<file path="src/design/lat_pkg.sv">
// ----------------------------------------------------------------------------
// lat_pkg
// Shared types and constants of the toroidal life automaton: field widths,
// action codes, register indexes and the controller-to-datapath command word.
// ----------------------------------------------------------------------------
package lat_pkg;

	localparam int ACT_W      = 2;
	localparam int COL_W      = 9;
	localparam int ROW_W      = 8;
	localparam int S_DATA_W   = 24;
	localparam int M_DATA_W   = 8;
	localparam int CFG_IDX_W  = 1;
	localparam int CFG_DATA_W = 10;
	localparam int COLS_CFG_W = 10;
	localparam int ROWS_CFG_W = 9;

	localparam logic [COLS_CFG_W-1:0] COLS_RESET = 10'd480;
	localparam logic [ROWS_CFG_W-1:0] ROWS_RESET = 9'd250;
	localparam int                    MIN_SIZE   = 3;

	localparam logic [3:0] BIRTH_COUNT = 4'd3;
	localparam logic [3:0] KEEP_COUNT  = 4'd2;

	typedef enum logic [ACT_W-1:0] {
		ACT_WRITE   = 2'd0,
		ACT_ADVANCE = 2'd1,
		ACT_READ    = 2'd2
	} action_t;

	typedef enum logic [CFG_IDX_W-1:0] {
		CFG_GRID_COLUMNS = 1'b0,
		CFG_GRID_ROWS    = 1'b1
	} cfg_reg_t;

	typedef enum logic [1:0] {
		WR_CLEAR,
		WR_CELL,
		WR_GEN
	} wr_kind_t;

	typedef struct packed {
		logic     item_load;
		logic     rd_en;
		logic     rd_item;
		logic     rd_plane;
		logic     wr_en;
		wr_kind_t wr_kind;
		logic     wr_plane;
		logic     win_shift;
		logic     cell_latch;
		logic     out_load;
	} cmd_t;

	typedef struct packed {
		action_t action;
	} status_t;

endpackage

</file>
<file path="src/design/lat_ctrl.sv">
// ----------------------------------------------------------------------------
// lat_ctrl
// Sequencer of the life automaton: clearing pass, item dispatch, row sweep of
// an advance, plane select and the result handshake.
// ----------------------------------------------------------------------------
module lat_ctrl #(
	parameter int MAX_ROWS = 256
) (
	input  logic                          clk,
	input  logic                          arst_n,
	input  logic                          s_tvalid,
	output logic                          s_tready,
	input  logic                          m_tready,
	output logic                          m_tvalid,
	input  lat_pkg::status_t              status,
	input  logic [$clog2(MAX_ROWS+1)-1:0] live_h,
	output lat_pkg::cmd_t                 cmd,
	output logic [$clog2(MAX_ROWS)-1:0]   rd_row,
	output logic [$clog2(MAX_ROWS)-1:0]   wr_row
);
	import lat_pkg::*;

	localparam int RW = $clog2(MAX_ROWS);
	localparam int AW = RW + 1;
	localparam int JW = $clog2(MAX_ROWS + 3);

	typedef enum logic [2:0] {
		ST_CLEAR,
		ST_IDLE,
		ST_DISPATCH,
		ST_RWAIT,
		ST_ADV,
		ST_FINISH
	} state_t;

	state_t        state_q;
	logic [AW-1:0] clr_q;
	logic [JW-1:0] j_q;
	logic [JW-1:0] j_s1;
	logic          adv_v_s1;
	logic          plane_q;
	logic          out_valid_q;
	logic          issue;
	logic          adv_end;
	logic          out_free;

	// sweep reads rows h-1, 0, 1 .. h-1, 0 so each row sees both wrap neighbours
	assign issue    = (32'(j_q) <= 32'(live_h) + 32'd1);
	assign adv_end  = !issue && !adv_v_s1;
	assign out_free = !out_valid_q || m_tready;
	assign s_tready = (state_q == ST_IDLE);
	assign m_tvalid = out_valid_q;

	always_comb begin
		if (j_q == '0)
			rd_row = RW'(32'(live_h) - 32'd1);
		else if (32'(j_q) == 32'(live_h) + 32'd1)
			rd_row = '0;
		else
			rd_row = RW'(32'(j_q) - 32'd1);
	end

	always_comb begin
		cmd    = '0;
		wr_row = RW'(32'(j_s1) - 32'd2);
		case (state_q)
			ST_CLEAR: begin
				cmd.wr_en    = 1'b1;
				cmd.wr_kind  = WR_CLEAR;
				cmd.wr_plane = clr_q[AW-1];
				wr_row       = clr_q[RW-1:0];
			end
			ST_IDLE: begin
				cmd.item_load = s_tvalid;
			end
			ST_DISPATCH: begin
				case (status.action)
					ACT_WRITE: begin
						cmd.wr_en    = 1'b1;
						cmd.wr_kind  = WR_CELL;
						cmd.wr_plane = plane_q;
					end
					ACT_READ: begin
						cmd.rd_en    = 1'b1;
						cmd.rd_item  = 1'b1;
						cmd.rd_plane = plane_q;
					end
					default: ;
				endcase
			end
			ST_RWAIT: begin
				cmd.cell_latch = 1'b1;
			end
			ST_ADV: begin
				cmd.rd_en     = issue;
				cmd.rd_plane  = plane_q;
				cmd.win_shift = adv_v_s1;
				cmd.wr_en     = adv_v_s1 && (32'(j_s1) >= 32'd2);
				cmd.wr_kind   = WR_GEN;
				cmd.wr_plane  = !plane_q;
			end
			ST_FINISH: begin
				cmd.out_load = out_free;
			end
			default: ;
		endcase
	end

	always_ff @(posedge clk or negedge arst_n) begin
		if (!arst_n) begin
			state_q     <= ST_CLEAR;
			clr_q       <= '0;
			j_q         <= '0;
			j_s1        <= '0;
			adv_v_s1    <= 1'b0;
			plane_q     <= 1'b0;
			out_valid_q <= 1'b0;
		end else begin
			if (cmd.out_load)
				out_valid_q <= 1'b1;
			else if (m_tready)
				out_valid_q <= 1'b0;
			adv_v_s1 <= (state_q == ST_ADV) && issue;
			j_s1     <= j_q;
			case (state_q)
				ST_CLEAR: begin
					clr_q <= clr_q + AW'(1);
					if (&clr_q)
						state_q <= ST_IDLE;
				end
				ST_IDLE: begin
					if (s_tvalid)
						state_q <= ST_DISPATCH;
				end
				ST_DISPATCH: begin
					j_q <= '0;
					case (status.action)
						ACT_READ:    state_q <= ST_RWAIT;
						ACT_ADVANCE: state_q <= ST_ADV;
						default:     state_q <= ST_FINISH;
					endcase
				end
				ST_RWAIT: begin
					state_q <= ST_FINISH;
				end
				ST_ADV: begin
					if (issue)
						j_q <= j_q + JW'(1);
					// swap planes once the last row is written
					if (adv_end) begin
						plane_q <= !plane_q;
						state_q <= ST_FINISH;
					end
				end
				ST_FINISH: begin
					if (out_free)
						state_q <= ST_IDLE;
				end
				default: state_q <= ST_IDLE;
			endcase
		end
	end

	a_plane_flip: assert property (@(posedge clk) disable iff (!arst_n)
		(state_q == ST_ADV && adv_end) |=> (plane_q != $past(plane_q)))
		else $error("plane select did not flip at the end of an advance");

	a_gen_row_range: assert property (@(posedge clk) disable iff (!arst_n)
		(cmd.wr_en && cmd.wr_kind == WR_GEN) |-> (32'(wr_row) < 32'(live_h)))
		else $error("generation write outside the live rows");

	a_accept_drained: assert property (@(posedge clk) disable iff (!arst_n)
		(s_tvalid && s_tready) |-> (!adv_v_s1 && !cmd.wr_en))
		else $error("word accepted while the sweep or a write is in flight");

	a_result_shown: assert property (@(posedge clk) disable iff (!arst_n)
		cmd.out_load |=> m_tvalid)
		else $error("loaded result not presented");

endmodule

</file>
<file path="config.mk">
export PLATFORM = sky130hd
export DESIGN_NAME = lat_ctrl
export DESIGN_NICKNAME = d
export VERILOG_FILES = /design/src/design/lat_pkg.sv /design/src/design/lat_ctrl.sv
export SDC_FILE = /design/constraint.sdc
export NUM_CORES = 1
export LEC_CHECK = 0
export ABC_AREA = 1
export BUFFER_PORTS_ARGS = -buffer_cell sky130_fd_sc_hd__clkbuf_2
export CAP_MARGIN = 10
export CORE_MARGIN = 2
export CORE_UTILIZATION = 57
export CTS_CLUSTER_DIAMETER = 50
export DETAILED_ROUTE_END_ITERATION = 10
export PLACE_DENSITY = 0.78
export SLEW_MARGIN = 5
export SYNTH_ARGS = -nofsm -noshare
export SYNTH_HDL_FRONTEND = slang
export SYNTH_SLANG_ARGS = --single-unit
</file>
<file path="constraint.sdc">
create_clock -name clk -period 2.3 [get_ports clk]
set_input_delay 0.115 -clock clk [delete_from_list [all_inputs] [get_ports clk]]
set_output_delay 0.115 -clock clk [all_outputs]
set_load 0.01 [all_outputs]
</file>
Word-level counts from Yosys, hierarchy flattened

Index checks and enable logic that the tools add are counted.

Bits in registers: 33
Bits of input ports: 15
Logic and storage cells: 68

Add/sub/neg operators: 6
Order comparisons: 2
Eq/ne operators: 13
Muxes and demuxes: 23
Reduce and logical (&&, ||, !) cells: 17

Operators by type and width:

| kind                                                                                | number |
|---|---|
| 8-bit 2-to-1 mux                                                                    | 3 |
| 9-bit by 1-bit adder with 9-bit output, second input constant                       | 2 |
| 3-bit case mux with 6 select lines                                                  | 1 |
| 9-bit case mux with 2 select lines                                                  | 1 |
| 8-bit by 1-bit subtractor with 8-bit output, second input constant                  | 2 |
| 3-bit 2-to-1 mux                                                                    | 5 |
| 4-bit case mux with 3 select lines                                                  | 1 |
| 9-bit by 1-bit adder with 10-bit output, second input constant                      | 1 |
| 9-bit by 10-bit equality test with 1-bit output                                     | 1 |
| 9-bit by 10-bit less-or-equal comparator with 1-bit output                          | 1 |
| 2-bit inequality test, second input constant                                        | 5 |
| 9-bit by 2-bit greater-or-equal comparator with 1-bit output, second input constant | 1 |
| 9-bit zero test                                                                     | 1 |
| 9-bit 2-to-1 mux                                                                    | 1 |
| 9-bit AND reduction                                                                 | 1 |
| 8-bit by 2-bit subtractor with 8-bit output, second input constant                  | 1 |
| 1-bit 2-to-1 mux                                                                    | 7 |
| 3-bit by 2-bit equality test with 1-bit output, second input constant               | 2 |
| 3-bit equality test, second input constant                                          | 2 |
| 3-bit case mux with 2 select lines                                                  | 1 |
| 1-bit zero test                                                                     | 4 |
| 4-bit 2-to-1 mux                                                                    | 1 |
| 1-bit case mux with 2 select lines                                                  | 2 |
| 2-bit AND reduction                                                                 | 2 |
| 9 further kinds                                                                     | 12 |

Longest topological paths before layout

Gate-level depths: netlist (run 1).

Depth in word-level cells: 6
Mapped depth: 17
Gate-level depth less buffers: 17

Worst setup path after synthesis (run 1)

OpenSTA, ideal clock, no wires.

Path kind: input to output
From: in live_h[0]
To: out cmd[9] in the netlist's numbering
Arrival time: 1.970 ns
Data required time: 2.185 ns
Setup slack: 0.215 ns
Stages on the path: 15
Cells stage by stage: ha_1 > nand2_1 > nor2_1 > inv_1 > nor3_1 > xnor2_1 > ha_1 > and3_1 > nand3_2 > nor2_2 > nand2_8 > nand2_4 > nand2_8 > buf_12 > nand2_1

RTL lines:

| item               | line           | text |
|---|---|---|
| start: declaration | lat_ctrl.sv:16 | `input logic [$clog2(MAX_ROWS+1)-1:0] live_h,` |
| end: declaration   | lat_ctrl.sv:17 | `output lat_pkg::cmd_t cmd,` |

==> results of run 1 <==
final timing paths:
kind                            startpoint       end  slack [ns]  depth (start not counted)
min in group asynchronous           arst_n  clr_q[4]        0.46                          2
max in group asynchronous           arst_n    j_q[4]        1.28                          2
worst min register to register    clr_q[6]  clr_q[6]        0.53                          1
worst min-delay path              m_tready  m_tvalid        0.09                          4
worst max register to register      j_q[4]    j_q[4]        0.26                         12
worst max-delay path                j_q[4]    cmd[9]        0.15                         10
cell type report:
type / instances / area, um^2
clock buffer: 6 / 72.6
clock inverter: 2 / 10.0
fill: 351 / 1220
inverter: 54 / 203
multi-input combinational: 261 / 1600
sequential: 33 / 828
tap: 52 / 65.1
timing repair buffer: 66 / 390
layout by cell type, fill, tap and decap left out, types with 11 or more instances in the layout:
| cell | count |
|---|---|
| buf_4 | 22 |
| clkbuf_2 | 38 |
| dfrtp_1 | 31 |
| ha_1 | 15 |
| inv_1 | 52 |
| nand2_1 | 78 |
| nand3_1 | 17 |
| nor2_1 | 37 |
| nor3_1 | 11 |
| o21ai_0 | 14 |
| xor2_1 | 17 |
metal layers:
metal,GRT usage,up-vias,routed length (um)
li1,-,1270,-
met1,0.301,1137,2560
met2,0.425,84,2900
met3,0.0309,8,296
met4,0.0985,0,142
met5,0,-,0
stage by stage:
| step | hold slack (ns) | setup TNS, ns |
|---|---|---|
| 2_1_floorplan | -0.181 | 0 |
| 3_3_place_gp | 0.232 | 0 |
| 3_5_place_dp | 0.235 | -0.0787 |
| 4_1_cts | 0.0875 | 0 |
| 5_1_grt | 0.124 | 0 |
| 6_report | 0.0927 | 0 |
tightest hold or removal path: cells and delay by family:
| family | cells | cell delay, ns |
|---|---|---|
| buffers and inverters | 2 | 0.13 |
| AND/OR/NAND/NOR | 2 | 0.08 |
what timing repair did:
action	CTS	global route
buffers inserted	0	5
setup endpoints to repair	1	12
hold endpoints to repair	33	0
pin swaps	0	6
gates cloned	0	1
resized for setup	1	30
hold buffers	1	0
sequential cells by signal (all words and copies together) (netlist names):
register and cells:
m_tvalid 1, clr_q 9, adv_v_s1 1, state_q 3, j_q 9, j_s1 9
plane_q 1
kinds of logic (layout without fill, tap and decap cells):
| group | after synthesis | after routing |
|---|---|---|
| compound gates | 37 | 37 |
| flops | 33 | 33 |
| buf+inv | 61 | 128 |
| fa+ha+maj | 16 | 16 |
| simple gates | 182 | 183 |
| xor+xnor | 25 | 25 |
power by group:
part / total (mW) / switching, mW / internal, mW
combinational: 1.52 / 0.930 / 0.591
clock: 0.413 / 0.203 / 0.210
sequential: 0.784 / 0.0951 / 0.689
total: 2.72 / 1.23 / 1.49
==> run metrics, run 1 <==
status completed; area share of and/or/nand/nor cells after synthesis 0.345; CP peak stage delay 0.49 ns; Syn Nets 385; pin count of the biggest net entering global routing 34; Critical Path RT 2.18 ns; 1st-iter DRT viols between 150 and 200; compound-gate portion of the synthesized area 0.0781; vias after detailed routing between 2,000 and 2,500; clk buf depth 2; Post-Synthesis Cells 354; Netlist cell types 33; crit share post-route 0.935; register area share after synthesis 0.318; P&R area growth vs syn 22.0%; FMAX roughly 470 MHz; most instantiated library cell after synthesis nand2_1; fin cells 474; Area after DPL 2950 um^2; WL final 5900 um; cell taking the most area after synthesis dfrtp_1; Max VDD drop 0.516 mV; placed insts 459; Tmin final 2.15 ns; vias per inst approximately 5.3; slew margin rel. 0.462; die width roughly 71 um; Place WS -0.0245 ns; max cap viols 0; Final Cell Area 3170 um^2; Worst path slowest cell dfrtp_2; TritonRoute pass-1 iters 4; first-pass GRT wire length 9980 um; initial core utilization 0.592; cts bufs inserted 5; Yosys warnings 0; sinks on the clock net 33; RSZ-0062 raised after global routing no; Syn Area/Cell 7.33 um^2; CP Cell Sequence ha_1 > nand2_1 > nor2_2 > nand3_4 > nor2_4 > nand2_8 > nand2_4 > nand2_8 > nand2_1 > buf_2; full die area 5110 um^2; gr ovfl total 0; ys async rst share 1.00; Setup crit start kind flip-flop; Slew Limit Fails 0; fin util 0.722; worst-path fanout max 7; core footprint approximately 4400 um^2; FP Rows 24; CP top delay family simple AND/OR/NAND/NOR gates; clk slew on worst S/H paths ~0.070 ns; GPL Wtd Cong 0.919; P_leak 1.71 nW; cell area after synthesis ~2600 um^2; mux cell area share after synthesis 0; Ports 44; Die Y 71.5 um; Layout Nets roughly 450; H-tree Lvls 2; CTS tree built; worst hold path class in -> reg; final worst slack ~0.15 ns; PD cells roughly 860 nW/um^2; Critical Path Sink Type output pin; #FFs+latches synth 33; worst-margin pin slew 0.807 ns; Synth Area in XOR/XNOR 0.0844; n_diodes 0; Synth top cells by count nand2_1 (80), inv_1 (54), nor2_1 (40); post-synth top area share 0.318; antenna violations before repair 0; Final setup viols 0; Clock Skews between 0.006 and 0.007 ns; Buf+Inv Stages, Crit Path 1; critical path data arrival time between 2 and 2.5 ns; routed len/inst about 12 um; global-route usage over all layers 0.242; Post-DP HPWL 4570 um; share of cells above drive strength 1 0.261; synth top area cells dfrtp_1 (32%), nand2_1 (12%), inv_1 (7.8%), ha_1 (7.7%), nor2_1 (5.8%); WS Path Type reg -> out; post-synthesis adder-cell area fraction 0.0771; Power Total 2.72 mW; final-report hold violation count 0; Top FF cell, synth dfrtp_1; Worst-Skew Late Latency 0.28 ns; Detail Route Antenna Nets 0; vias in the first global route 2,305; Port Buffers 43; largest family of logic cells by synthesized area simple AND/OR/NAND/NOR gates; root buffer cell clkbuf_8; number of synthesized flops with an enable pin 0; DRC violations left 0
Power figures use the tool's default switching activity.
==> run 2, diff against run 1 <==
--- a/config.mk
+++ b/config.mk
@@ -8,6 +8,7 @@
 export ABC_AREA = 1
 export BUFFER_PORTS_ARGS = -buffer_cell sky130_fd_sc_hd__clkbuf_2
 export CAP_MARGIN = 10
+export CORE_ASPECT_RATIO = 0.7
 export CORE_MARGIN = 2
 export CORE_UTILIZATION = 57
 export CTS_CLUSTER_DIAMETER = 50
==> run 2 against run 1 <==
Combinational power rose by 3%; sequential share of layout area fell by 0.78 points; via count rose by 2.9%; final area rose by 2.8%; count of clock-buffer cells in the layout rose by 2; register-to-register slack barely moved; hold slack got worse by 0.0028 ns; cell count rose by 1.7%; setup slack got worse by 0.083 ns; sequential cell count did not move; sequential power rose by 0.5%; largest power group unchanged.
==> run metrics, run 2 (synthesized netlist as in run 1, its figures left out) <==
Max VDD drop 0.678 mV (+32%); commonest non-fill, non-tap cell in the layout nand2_1; Layout Nets 457 (+1.1%); # fillers 330 (-6.0%); core footprint 4350 um^2 (-0.68%); DRC violations left 0 (unchanged); Tmin final 2.23 ns (+0.0832 ns); Critical Path RT 2.18 ns (about the same); critical path data arrival time 2.12 ns (+0.09 ns); CTS tree built; FMAX 448 MHz (-3.7%); P_leak 1.75 nW (+2.3%); root buffer cell clkbuf_8; full die area 5120 um^2 (+0.16%); fin cells 482 (+1.7%); max cap viols 0 (unchanged); Critical Path Sink Type output pin; Setup crit start live_h[5]; Largest regs clr_q x9, j_q x9, j_s1 x9; Storage cell area 826 um^2 (-0.30%); status completed; min-delay src m_tready; CP Cell Sequence clkbuf_2 > nand2_1 > nor3_1 > xor2_1 > ha_1 > a21oi_1 > nor2_1 > o21ai_1 > nand3_4 > nand2_8 > nand2_8 > nand2_4 > buf_6; final-report hold violation count 0 (unchanged); PD cells 854 nW/um^2 (-0.57%); WL final 6770 um (+15%); vias in the first global route 2,187 (-5.1%); routed len/inst 14.0 um (+13%); Slew Limit Fails 0 (unchanged); Buf+Inv Stages, Crit Path 2 (+1); global-route usage over all layers 0.267 (+0.0248); Port Buffers 43 (unchanged); Area after DPL 2970 um^2 (+0.64%); Place WS -0.0463 ns (-0.0218 ns); P&R area growth vs syn 25.4%; H-tree Lvls 2 (unchanged); clk slew on worst S/H paths 0.06 ns (about the same); FP Rows 20 (-17%); Worst path slowest cell ha_1; initial core utilization 0.596 (+0.00408); cell mode on critical path nand2_8; CP peak stage delay 0.27 ns (-0.22 ns); setup tns final 0 ns (unchanged); gr ovfl total 0 (unchanged); Clock Skews 0.00390 ns (-0.00255 ns); Final Cell Area 3250 um^2 (+2.8%); fin util 0.747 (+0.0251); crit share post-route 0.971 (+0.0362); share of cells above drive strength 1 0.260 (-0.000710); worst-path fanout max 5 (-2); Post-DP HPWL 5060 um (+11%); cts bufs inserted 5 (unchanged); Setup crit start kind input port; worst-margin pin slew 0.801 ns (-0.00632 ns); antenna violations before repair 0 (unchanged); Detail Route Antenna Nets 0 (unchanged); Worst-Skew Late Latency 0.29 ns (about the same); die width 84.6 um (+18%); TritonRoute pass-1 iters 5 (+1); first-pass GRT wire length 10,400 um (+4.5%); hold slack 0.0899 ns (-0.00284 ns); clk buf depth 2 (unchanged); Reg-to-Reg Start j_q[2]; sinks on the clock net 33 (unchanged); GPL Wtd Cong 0.951 (+3.6%); slew margin rel. 0.466 (+0.00421); Final setup viols 0 (unchanged); placed insts 464 (+1.1%); r2r setup slk 0.26 ns (about the same); Ports 44 (unchanged); area of the multi-input gates 1640 um^2 (+3.0%); final worst slack 0.0670 ns (-0.0832 ns); WS Path Type in -> out; pin count of the biggest net entering global routing 34 (unchanged); vias after detailed routing 2,571 (+2.9%); Die Y 60.5 um (-15%); most frequent cells in the layout nand2_1 (78), inv_1 (52), clkbuf_2 (40); 1st-iter DRT viols 231 (+31%); CP top delay family simple AND/OR/NAND/NOR gates; n_diodes 0 (unchanged); Power Total 2.78 mW (+2.2%); worst hold path class in -> reg; vias per inst 5.33 (+1.2%)
run 2: cell types whose count changed in the layout (fill, tap and decap cells not counted), sizes merged:
| cell | previous run | this run |
|---|---|---|
| buf | 27 | 29 |
| nand2 | 88 | 89 |
| clkinv | 2 | 0 |
| clkbuf | 44 | 48 |
run 2: tightest hold or removal path, cell delays in order:
cell and delay (ns):
clkbuf_2 0.07, nor2_1 0.04, inv_1 0.06, nand2_1 0.05
run 2: worst paths after layout:
check	end	cells after the start
min	m_tvalid	4
max reg2reg	j_q[0]	12
max in group asynchronous	j_s1[2]	2
max	cmd[9]	13
min in group asynchronous	j_q[7]	2
min reg2reg	j_s1[0]	1
run 2: report_power, final:
part / leakage [nW] / switching (mW) / internal [mW]
sequential: 0.441 / 0.0993 / 0.689
clock: 0.0395 / 0.207 / 0.215
combinational: 1.27 / 0.957 / 0.610
run 2: what timing repair did:
| item | 4_1_cts | 5_1_grt |
|---|---|---|
| hold endpoints to repair | 33 | 0 |
| endpoints found under the setup margin | 2 | 13 |
| buffers inserted | 0 | 7 |
| pin swaps | 0 | 8 |
| gates resized for setup | 3 | 29 |
| gates cloned | 0 | 2 |
| hold buffers | 1 | 0 |
run 2: area by class of cell:
cell class                      instances  share of cell area
Clock buffer                            8              0.0246
Inverter                               54              0.0623
Multi-Input combinational cell        262               0.505
Sequential cell                        33               0.254
Tap cell                               55              0.0212
Timing Repair Buffer                   70               0.133
run 2: layer usage:
metal,wire length [um],global-route usage
met1,3230,0.401
met2,2990,0.386
met3,488,0.0721
met4,63,0.0658
met5,0,0
